<file path="src/rtl/cd_pkg.sv">
// ----------------------------------------------------------------------------
// cd_pkg
// Shared field widths and action codes for the circular deque.
// ----------------------------------------------------------------------------
`default_nettype none

package cd_pkg;

  localparam int unsigned KindW  = 3;
  localparam int unsigned WordW  = 32;
  localparam int unsigned LimitW = 5;
  localparam int unsigned TotalW = 5;

  // action codes carried in s_axis_tuser
  localparam logic [KindW-1:0] KIND_INS_FRONT = 3'd0;
  localparam logic [KindW-1:0] KIND_INS_BACK  = 3'd1;
  localparam logic [KindW-1:0] KIND_REM_FRONT = 3'd2;
  localparam logic [KindW-1:0] KIND_REM_BACK  = 3'd3;
  localparam logic [KindW-1:0] KIND_REPORT    = 3'd4;

  // result beat: ok, front, back, empty, full, total (low bit first)
  localparam int unsigned ResultW = 1 + 2 * WordW + 1 + 1 + TotalW;

endpackage

`default_nettype wire

</file>
<file path="src/rtl/circular_deque.sv">
// ----------------------------------------------------------------------------
// circular_deque
// Bounded double-ended queue of 32-bit signed words in a ring RAM.
// ----------------------------------------------------------------------------
// Usage:
//   Slave stream: tuser = action kind (0 push front, 1 push back, 2 pop front,
//   3 pop back, 4..7 report only), tdata = word to push.
//   Master stream: one result transaction per input transaction, carrying the
//   ok flag, front/back words after the action (-1 when empty), empty and
//   full flags and the entry count.
//   Config: cfg_we_i writes the capacity limit (clamped to 1..DEPTH); the
//   write only takes effect while the deque holds no entries.
// Timing:
//   An input transaction updates pointers, count and the RAM in its accept
//   cycle, then the two ring words at front and back are read back through
//   the RAM's registered read ports. The result lands in the output register
//   after ST_READ presents the new pointers to the read ports and ST_LOAD
//   takes the registered read data, once the output register is free.
//   A new item is not accepted until the last result is loaded; tready is low
//   during the read and load states.
// Reset: pointers, count and output valid clear; limit returns to
//   min(16, DEPTH). The RAM is not cleared; entries are shown only once
//   written.
// Stall: the result sits in an output register; a new item is accepted while
//   it waits, and the next result is held in the RAM read stage until the
//   output register frees up.
// ----------------------------------------------------------------------------
`default_nettype none

module circular_deque
  import cd_pkg::*;
#(
  parameter int unsigned DEPTH = 16
) (
  input  wire logic               clk_i,
  input  wire logic               rst_ni,
  // capacity limit register
  input  wire logic               cfg_we_i,
  input  wire logic [LimitW-1:0]  cfg_wdata_i,
  // input items
  input  wire logic               s_axis_tvalid,
  output logic                    s_axis_tready,
  input  wire logic [WordW-1:0]   s_axis_tdata,   // [31:0] value
  input  wire logic [KindW-1:0]   s_axis_tuser,   // [2:0] kind
  // results
  output logic                    m_axis_tvalid,
  input  wire logic               m_axis_tready,
  // [0] ok, [32:1] front_value, [64:33] back_value, [65] is_empty,
  // [66] is_full, [71:67] entry_total
  output logic [ResultW-1:0]      m_axis_tdata
);

  localparam int unsigned AW = (DEPTH > 1) ? $clog2(DEPTH) : 1;
  localparam int unsigned CW = $clog2(DEPTH + 1);
  localparam int unsigned LimitReset = (DEPTH < 16) ? DEPTH : 16;

  localparam logic [1:0] ST_IDLE = 2'd0;  // ready for an item
  localparam logic [1:0] ST_READ = 2'd1;  // RAM read of front/back in flight
  localparam logic [1:0] ST_LOAD = 2'd2;  // read data valid, load output

  logic [1:0]    state_q, state_d;
  logic [AW-1:0] head_q, head_d;
  logic [AW-1:0] tail_q, tail_d;
  logic [CW-1:0] count_q, count_d;
  logic [CW-1:0] limit_q, limit_d;
  logic          ok_q, ok_d;

  logic               out_valid_q, out_valid_d;
  logic [ResultW-1:0] out_data_q, out_data_d;

  logic             ram_we;
  logic [AW-1:0]    ram_waddr;
  logic [AW-1:0]    back_addr;
  logic [WordW-1:0] front_word, back_word;

  logic          in_fire;
  logic          is_full, is_empty;
  logic [AW-1:0] head_fwd, head_bwd, tail_fwd, tail_bwd;
  logic          load_out;
  logic [LimitW-1:0] cfg_val;

  function automatic logic [AW-1:0] ptr_fwd(input logic [AW-1:0] p);
    ptr_fwd = (p == AW'(DEPTH - 1)) ? '0 : p + AW'(1);
  endfunction

  function automatic logic [AW-1:0] ptr_bwd(input logic [AW-1:0] p);
    ptr_bwd = (p == '0) ? AW'(DEPTH - 1) : p - AW'(1);
  endfunction

  assign head_fwd = ptr_fwd(head_q);
  assign head_bwd = ptr_bwd(head_q);
  assign tail_fwd = ptr_fwd(tail_q);
  assign tail_bwd = ptr_bwd(tail_q);
  assign back_addr = tail_bwd;

  assign is_full  = (count_q >= limit_q);
  assign is_empty = (count_q == '0);

  assign s_axis_tready = (state_q == ST_IDLE);
  assign in_fire       = s_axis_tvalid && s_axis_tready;

  // Action decode: pointers, count and the one RAM write.
  always_comb begin
    head_d    = head_q;
    tail_d    = tail_q;
    count_d   = count_q;
    ok_d      = ok_q;
    ram_we    = 1'b0;
    ram_waddr = tail_q;
    if (in_fire) begin
      ok_d = 1'b1;
      unique case (s_axis_tuser)
        KIND_INS_FRONT: begin
          if (is_full) begin
            ok_d = 1'b0;
          end else begin
            head_d    = head_bwd;
            ram_we    = 1'b1;
            ram_waddr = head_bwd;
            count_d   = count_q + CW'(1);
          end
        end
        KIND_INS_BACK: begin
          if (is_full) begin
            ok_d = 1'b0;
          end else begin
            tail_d    = tail_fwd;
            ram_we    = 1'b1;
            ram_waddr = tail_q;
            count_d   = count_q + CW'(1);
          end
        end
        KIND_REM_FRONT: begin
          if (is_empty) begin
            ok_d = 1'b0;
          end else begin
            head_d  = head_fwd;
            count_d = count_q - CW'(1);
          end
        end
        KIND_REM_BACK: begin
          if (is_empty) begin
            ok_d = 1'b0;
          end else begin
            tail_d  = tail_bwd;
            count_d = count_q - CW'(1);
          end
        end
        default: begin
          // report only, unknown codes too
        end
      endcase
    end
  end

  // Capacity limit: clamp to 1..DEPTH, ignored unless empty.
  assign cfg_val = cfg_wdata_i;
  always_comb begin
    limit_d = limit_q;
    if (cfg_we_i && is_empty) begin
      if (cfg_val == '0) begin
        limit_d = CW'(1);
      end else if (int'(cfg_val) > DEPTH) begin
        limit_d = CW'(DEPTH);
      end else begin
        limit_d = CW'(cfg_val);
      end
    end
  end

  // Sequencer
  assign load_out = (state_q == ST_LOAD) && (!out_valid_q || m_axis_tready);

  always_comb begin
    state_d = state_q;
    unique case (state_q)
      ST_IDLE: if (in_fire) state_d = ST_READ;
      ST_READ: state_d = ST_LOAD;
      ST_LOAD: if (load_out) state_d = ST_IDLE;
      default: state_d = ST_IDLE;
    endcase
  end

  // Output register
  always_comb begin
    out_valid_d = out_valid_q;
    out_data_d  = out_data_q;
    if (out_valid_q && m_axis_tready) begin
      out_valid_d = 1'b0;
    end
    if (load_out) begin
      out_valid_d = 1'b1;
      out_data_d  = {TotalW'(count_q), is_full, is_empty,
                     is_empty ? {WordW{1'b1}} : back_word,
                     is_empty ? {WordW{1'b1}} : front_word,
                     ok_q};
    end
  end

  always_ff @(posedge clk_i or negedge rst_ni) begin
    if (!rst_ni) begin
      state_q     <= ST_IDLE;
      head_q      <= '0;
      tail_q      <= '0;
      count_q     <= '0;
      limit_q     <= CW'(LimitReset);
      ok_q        <= 1'b0;
      out_valid_q <= 1'b0;
    end else begin
      state_q     <= state_d;
      head_q      <= head_d;
      tail_q      <= tail_d;
      count_q     <= count_d;
      limit_q     <= limit_d;
      ok_q        <= ok_d;
      out_valid_q <= out_valid_d;
    end
  end

  always_ff @(posedge clk_i) begin
    out_data_q <= out_data_d;
  end

  // Read ports follow the pointers; data is valid in the cycle after they settle.
  cd_ram #(
    .Width (WordW),
    .Depth (DEPTH)
  ) u_ring (
    .clk_i     (clk_i),
    .we_i      (ram_we),
    .waddr_i   (ram_waddr),
    .wdata_i   (s_axis_tdata),
    .raddr_a_i (head_q),
    .raddr_b_i (back_addr),
    .rdata_a_o (front_word),
    .rdata_b_o (back_word)
  );

  assign m_axis_tvalid = out_valid_q;
  assign m_axis_tdata  = out_data_q;

endmodule

`default_nettype wire

</file>
<file path="src/rtl/cd_ram.sv">
// ----------------------------------------------------------------------------
// cd_ram
// Generic RAM: one write port, two read ports with registered read data.
// ----------------------------------------------------------------------------
`default_nettype none

module cd_ram #(
  parameter int unsigned Width = 32,
  parameter int unsigned Depth = 16
) (
  input  wire logic                     clk_i,
  input  wire logic                     we_i,
  input  wire logic [$clog2(Depth)-1:0] waddr_i,
  input  wire logic [Width-1:0]         wdata_i,
  input  wire logic [$clog2(Depth)-1:0] raddr_a_i,
  input  wire logic [$clog2(Depth)-1:0] raddr_b_i,
  output logic      [Width-1:0]         rdata_a_o,
  output logic      [Width-1:0]         rdata_b_o
);

  logic [Width-1:0] mem_q [Depth];

  always_ff @(posedge clk_i) begin
    if (we_i) begin
      mem_q[waddr_i] <= wdata_i;
    end
    rdata_a_o <= mem_q[raddr_a_i];
    rdata_b_o <= mem_q[raddr_b_i];
  end

endmodule

`default_nettype wire
</file>
<file path="config.mk">
export PLATFORM = sky130hd
export DESIGN_NAME = circular_deque
export DESIGN_NICKNAME = d
export VERILOG_FILES = /design/src/rtl/cd_pkg.sv /design/src/rtl/circular_deque.sv /design/src/rtl/cd_ram.sv
export SDC_FILE = /design/constraint.sdc
export NUM_CORES = 1
export LEC_CHECK = 0
export BUFFER_PORTS_ARGS = -buffer_cell sky130_fd_sc_hd__buf_4
export CAP_MARGIN = 20
export CORE_UTILIZATION = 51
export CTS_CLUSTER_SIZE = 8
export DETAILED_ROUTE_END_ITERATION = 8
export PLACE_DENSITY = 0.68
export SLEW_MARGIN = 30
export SYNTH_ARGS = -nofsm -noshare
export SYNTH_HDL_FRONTEND = slang
export SYNTH_HIERARCHICAL = 1
export SYNTH_SLANG_ARGS = --single-unit
</file>
<file path="constraint.sdc">
create_clock -name clk_i -period 7.45 [get_ports clk_i]
set_clock_uncertainty 0.15 [all_clocks]
set_input_delay 0.745 -clock clk_i [delete_from_list [all_inputs] [get_ports clk_i]]
set_output_delay 0.745 -clock clk_i [all_outputs]
set_load 0.02 [all_outputs]
</file>
==> metrics.yaml, run 1 <==
clock_path_buffers: 3
synthCells: 1459
dp_cells: 2260
num_vias: 15100
synth_cell_type_count: 53
antenna_found_initial: 0
clk_pin_slew_ps: 50
routed_wl_um: 65500
grt_pass1_vias: 16100
fillers: 3993
final_common_cell: "edfxtp_1"
diodes: 0
synth_edf_count: 584
setup_viol: 0
min_period_over_period_pct: 62.6
syn-cell-area_sq_mm: 0.0284
via_per_inst: 6.21
grt_usage_pct: 23.9
p_total_w: 0.0137
dpl.hpwl_um: 35600
drt_iter0_drc: 1423
worstSetupStartpointType: "flop"
crit_type: "flop to flop"
min_path_cells: 2
ys_seq_area_share_pct: 68.2
ios: 119
numCtsBuffers: 94
yosys_warnings: 6
clk_latency_ps: 640
fmax_mhz: 214
synth-seq-cells: 670
worst_ep_required_time_ps: 7580
hold_slack_ps: 180
drive_gt1_share_pct: 36.1
pwr_density_cell_mw_per_mm2: 414
synth_ff_type: "edfxtp_1"
final_cells: 2440
syn_to_final_growth_pct: 16.6
hold_viol: 0
num-nets-final: 1671
status: "finished clean"
initial_core_util_pct: 51.6
maxCapViolCount: 0
arrival_ps: 4800
hold_path.class: "input port to flop"
cts_resized: 0
cp_max_fo: 19
cts_sinks: 670
grt_max_degree: 107
htree_levels: 3
grt_pass1_wl_um: 99100
cp-end-kind: "flop"
die_y_um: 238
r2r_cells: 9
root_buffer: "clkbuf_16"
synthesis.nets: 1517
final_cell_mix: "edfxtp_1, mux4_2, buf_4"
ir_drop_mv: 0.414
worst_pin_slew_ps: 975
rows: 86
drc: 0
gr-total-overflow: 0
drv_slew: 0
coreArea_sq_mm: 0.0551
postRouteAntennaNets: 0
fin_crit_ps: 4660
leakage_nw: 11.2
die-width_um: 238
die-area_sq_mm: 0.0566
syn_area_per_cell_sq_um: 19.5
slew_headroom_pct: 34.3
portBuffers: 118
cts_tree: "built"
dr.pass1.iters: 5
rsz0062_at_grt: "false"
final.setup.tns_ps: 0
postSynth.asyncResetShare_pct: 3.28
gp_congestion: 0.766
wire_per_inst_um: 26.8
==> flip-flops by register name, indices dropped and copies added, names as in the netlist <==
signal / count
count_q: 5
head_q: 4
limit_q: 5
m_axis_tdata: 72
m_axis_tvalid: 1
ok_q: 1
state_q: 2
tail_q: 4
u_ring/mem_q: 512
u_ring/rdata_a_o: 32
u_ring/rdata_b_o: 32
==> synthesized netlist by cell type, types with 8 or more instances <==
master	count	share of area, %
nand2b_1	11	0.24
nor2_1	24	0.32
ha_1	12	0.53
edfxtp_1	584	62
clkbuf_1	42	0.56
dfrtp_1	21	1.9
a21oi_1	9	0.16
inv_1	15	0.20
nand2_1	76	1.0
a22oi_1	129	3.4
o21ai_0	17	0.30
buf_4	20	0.53
or2_2	56	1.2
nor3_1	9	0.16
or2_1	8	0.18
dfxtp_1	64	4.5
mux4_2	256	20
mux2i_1	8	0.28
buf_1	21	0.28
buf_2	13	0.23
==> final cells by class <==
cell class | instances | area [sq um] | share of cell area (%)
Clock buffer | 166 | 2620 | 7.92
Clock inverter | 9 | 109 | 0.329
Inverter | 16 | 62.6 | 0.189
Multi-Input combinational cell | 675 | 8680 | 26.2
Sequential cell | 670 | 19400 | 58.5
Tap cell | 748 | 936 | 2.83
Timing Repair Buffer | 156 | 1320 | 3.97
==> logic make-up (layout without fill, tap and decap cells) <==
family,count (synthesis),after routing,share of synthesized area (%)
muxes,269,269,20.8
buffers and inverters,114,347,1.88
AOI/OAI and AO/OA,180,180,4.61
DFF,670,670,68.2
and+or+nand+nor,205,205,3.65
adders and majority gates,13,13,0.599
xor gates and xnor gates,8,8,0.247
==> path summary, 6_finish.rpt <==
path,from,end,slack (ps)
worst max-delay path,count_q[0],u_ring/mem_q[15][6],2790
worst max register to register,count_q[0],u_ring/mem_q[15][6],2790
max in group asynchronous,rst_ni,limit_q[4],6450
min in group asynchronous,rst_ni,tail_q[0],410
worst min register to register,ok_q,m_axis_tdata[0],320
worst min-delay path,cfg_wdata_i[4],limit_q[0],180
==> through the flow <==
stage	setup slack, ps	area, sq um	utilization [%]
2_1_floorplan	2150	28400	-
3_3_place_gp	2690	30200	54.8
3_5_place_dp	2490	30300	54.9
4_1_cts	2860	33000	59.9
5_1_grt	2540	33100	60.1
6_report	2790	33100	60.1
==> critical path: stages (launching register included) <==
cell      delay [ps]
dfrtp_1          520
inv_1             90
ha_1             280
nand2b_1         140
a31oi_1          300
o211ai_1         340
o21ai_0          870
nand2_1          480
nor2_4           680
buf_4            460
==> layer usage <==
metal  vias to the layer above  wire, um  track usage, %
li1                       6432         -               -
met1                      7947     27100            33.1
met2                       648     32400            39.0
met3                       122      4600            3.84
met4                         0      1410            7.87
met5                         -         0               0
==> repair_timing <==
action / CTS / global route
hold buffers: 1 / 0
setup endpoints to repair: 0 / 0
endpoints found under the hold margin: 21 / 0
setup buffers: 0 / 0
==> where the power goes <==
group / leakage, nW / switching, W / internal [W]
registers: 6.06 / 0.000219 / 0.00456
logic: 3.81 / 0.00270 / 0.00230
clock network: 1.30 / 0.00155 / 0.00237
No activity file was read; power rests on OpenSTA's default activity.
==> inputs of run 2 (changes only) <==
--- a/config.mk
+++ b/config.mk
@@ -10,7 +10,7 @@
 export CORE_UTILIZATION = 51
 export CTS_CLUSTER_SIZE = 8
 export DETAILED_ROUTE_END_ITERATION = 8
-export PLACE_DENSITY = 0.68
+export PLACE_DENSITY = 0.71
 export SLEW_MARGIN = 30
 export SYNTH_ARGS = -nofsm -noshare
 export SYNTH_HDL_FRONTEND = slang
==> constraint.sdc (replaced) <==
create_clock -name clk_i -period 4.18 [get_ports clk_i]
set_clock_uncertainty 0.15 [all_clocks]
set_input_delay 0.418 -clock clk_i [delete_from_list [all_inputs] [get_ports clk_i]]
set_output_delay 0.418 -clock clk_i [all_outputs]
set_load 0.02 [all_outputs]
==> run 2 against run 1 <==
- cell area grew 2.1%
- first-iteration DRC count increased by 10%
- fmax up 21%
- register-to-register slack worse by 2500 ps
- global-route usage is 0.95 points higher
- die area is the same
- utilization increased by 1.2 points
- combinational power rose by 84%
- non-clock buffer count is 66 higher
- critical path type unchanged
- largest cell class unchanged
- highest routed layer is now met5
==> metrics.yaml, run 2 (synthesized netlist as in run 1, its figures left out) <==
postRouteAntennaNets: 0  # unchanged
final_common_cell: "edfxtp_1"
use_met1_pct: 32.7  # -0.38 points
initial_core_util_pct: 51.6  # unchanged
grt_use_met3_pct: 4.38  # +0.54 points
clock_path_buffers: 3  # unchanged
clk_pin_slew_ps: 50  # about the same
fmax_mhz: 258  # +21%
cts_sinks: 670  # unchanged
fin_util_pct: 61.3  # +1.2 points
setup_ws_ps: 311  # -2480 ps
drv_slew: 0  # unchanged
root_buffer: "clkbuf_16"
clk_latency_ps: 640  # about the same
num-nets-final: 1736  # +3.9%
post-place-ws_ps: 375  # -2120 ps
cts_tree: "built"
ios: 119  # unchanged
worst_pin_slew_ps: 1000  # +28.5 ps
via_per_inst: 6.21  # about the same
gp_congestion: 0.808  # +5.4%
hold_path.class: "input port to flop"
num_vias: 15600  # +2.7%
dpl.hpwl_um: 40300  # +13%
min_period_over_period_pct: 92.6  # +30 points
syn_to_final_growth_pct: 19.0
htree_levels: 3  # unchanged
cp-end-kind: "flop"
setup_viol: 0  # unchanged
hold_viol: 0  # unchanged
pwr_density_cell_mw_per_mm2: 728  # +76%
coreArea_sq_mm: 0.0551  # unchanged
reg2reg_slack_ps: 310  # -2480 ps
final_cell_mix: "edfxtp_1, mux4_2, buf_4"
numCtsBuffers: 93  # -1.1%
grt_pass1_vias: 16500  # +2.9%
largest_register_ffs: 512  # unchanged
die-width_um: 238  # unchanged
grt_max_degree: 62  # -42%
fillers: 3957  # -0.90%
antenna_found_initial: 1  # +1
worst_ep_required_time_ps: 4350  # -3230 ps
cts_setup_buffers: 0  # unchanged
cp_max_fo: 13  # -6
worstSetupStartpointType: "flop"
diodes: 0  # unchanged
die_y_um: 238  # unchanged
status: "finished clean"
die-area_sq_mm: 0.0566  # unchanged
slew_headroom_pct: 33.1  # -1.2 points
wire_per_inst_um: 27.0  # +0.66%
rsz0062_at_grt: "false"
ir_drop_mv: 0.436  # +5.4%
grt_usage_pct: 24.8  # +0.95 points
portBuffers: 118  # unchanged
grt_pass1_wl_um: 103000  # +3.8%
gr-total-overflow: 0  # unchanged
routed_wl_um: 67600  # +3.3%
arrival_ps: 4030  # -770 ps
fin_crit_ps: 3870  # -793 ps
drc: 0  # unchanged
crit_type: "flop to flop"
drt_iter0_drc: 1572  # +10%
top_register: "u_ring/mem_q"
grtUsageMet2_pct: 41.9  # +2.9 points
maxCapViolCount: 0  # unchanged
drive_gt1_share_pct: 35.9  # -0.12 points
grt_busiest_layer: "met2"
rows: 86  # unchanged
dr.pass1.iters: 5  # unchanged
leakage_nw: 11.5  # +2.8%
-- run 2: worst paths after layout --
kind                       startpoint            endpoint  cells past startpoint
max reg2reg                count_q[0]  u_ring/mem_q[0][8]                     11
min in group asynchronous      rst_ni          limit_q[3]                      2
min reg2reg                      ok_q     m_axis_tdata[0]                      0
max in group asynchronous      rst_ni          limit_q[4]                      2
min                          cfg_we_i          limit_q[1]                      4
max                        count_q[0]  u_ring/mem_q[0][8]                     11
-- run 2: layout make-up --
type / instances / area (sq um) / area share [%]
sequential: 670 / 19400 / 57.3
multi-input combinational: 675 / 8710 / 25.8
clock buffer: 168 / 2630 / 7.78
timing repair buffer: 222 / 1980 / 5.85
tap: 748 / 936 / 2.77
clock inverter: 5 / 103 / 0.304
inverter: 16 / 62.6 / 0.185
-- run 2: where the power goes --
part | switching, W | leakage (nW) | internal (W)
combinational | 0.00502 | 4.13 | 0.00416
clock | 0.00275 | 1.29 | 0.00423
sequential | 0.000331 | 6.06 | 0.00813
total | 0.00810 | 11.5 | 0.0165
-- run 2: stage by stage --
stage	instances	hold slack, ps	total power [W]	cell area [sq um]	TNS (ps)
floorplan	1459	-27.6	0.0149	28400	-23810
detailed placement	2289	185	0.0178	30600	0
CTS	2504	37.4	0.0248	33800	0
finish	2504	95.5	0.0246	33800	0
global route	2504	92.4	0.0256	33800	0
global placement	2289	180	0.0177	30600	0
-- run 2: critical path, cell delays in order, from the launching register on --
cell	delay [ps]
dfrtp_1	530
inv_1	90
ha_1	290
nand2b_1	140
a31oi_1	300
o21a_1	340
inv_1	140
nor3_1	210
buf_4	180
or3b_2	580
nor3_4	260
buf_4	330
-- run 2: repair_timing --
item                                   4_1_cts  5_1_grt
hold buffers                                42        0
gates resized for setup                      0        0
endpoints found under the hold margin      544        0
-- run 2: routing by layer --
layer  part of all wire [%]  up-vias
li1                       -     6560
met2                     52      710
met1                     38     8165
met4                    2.5        2
met5                  0.019        -
met3                    7.5      119
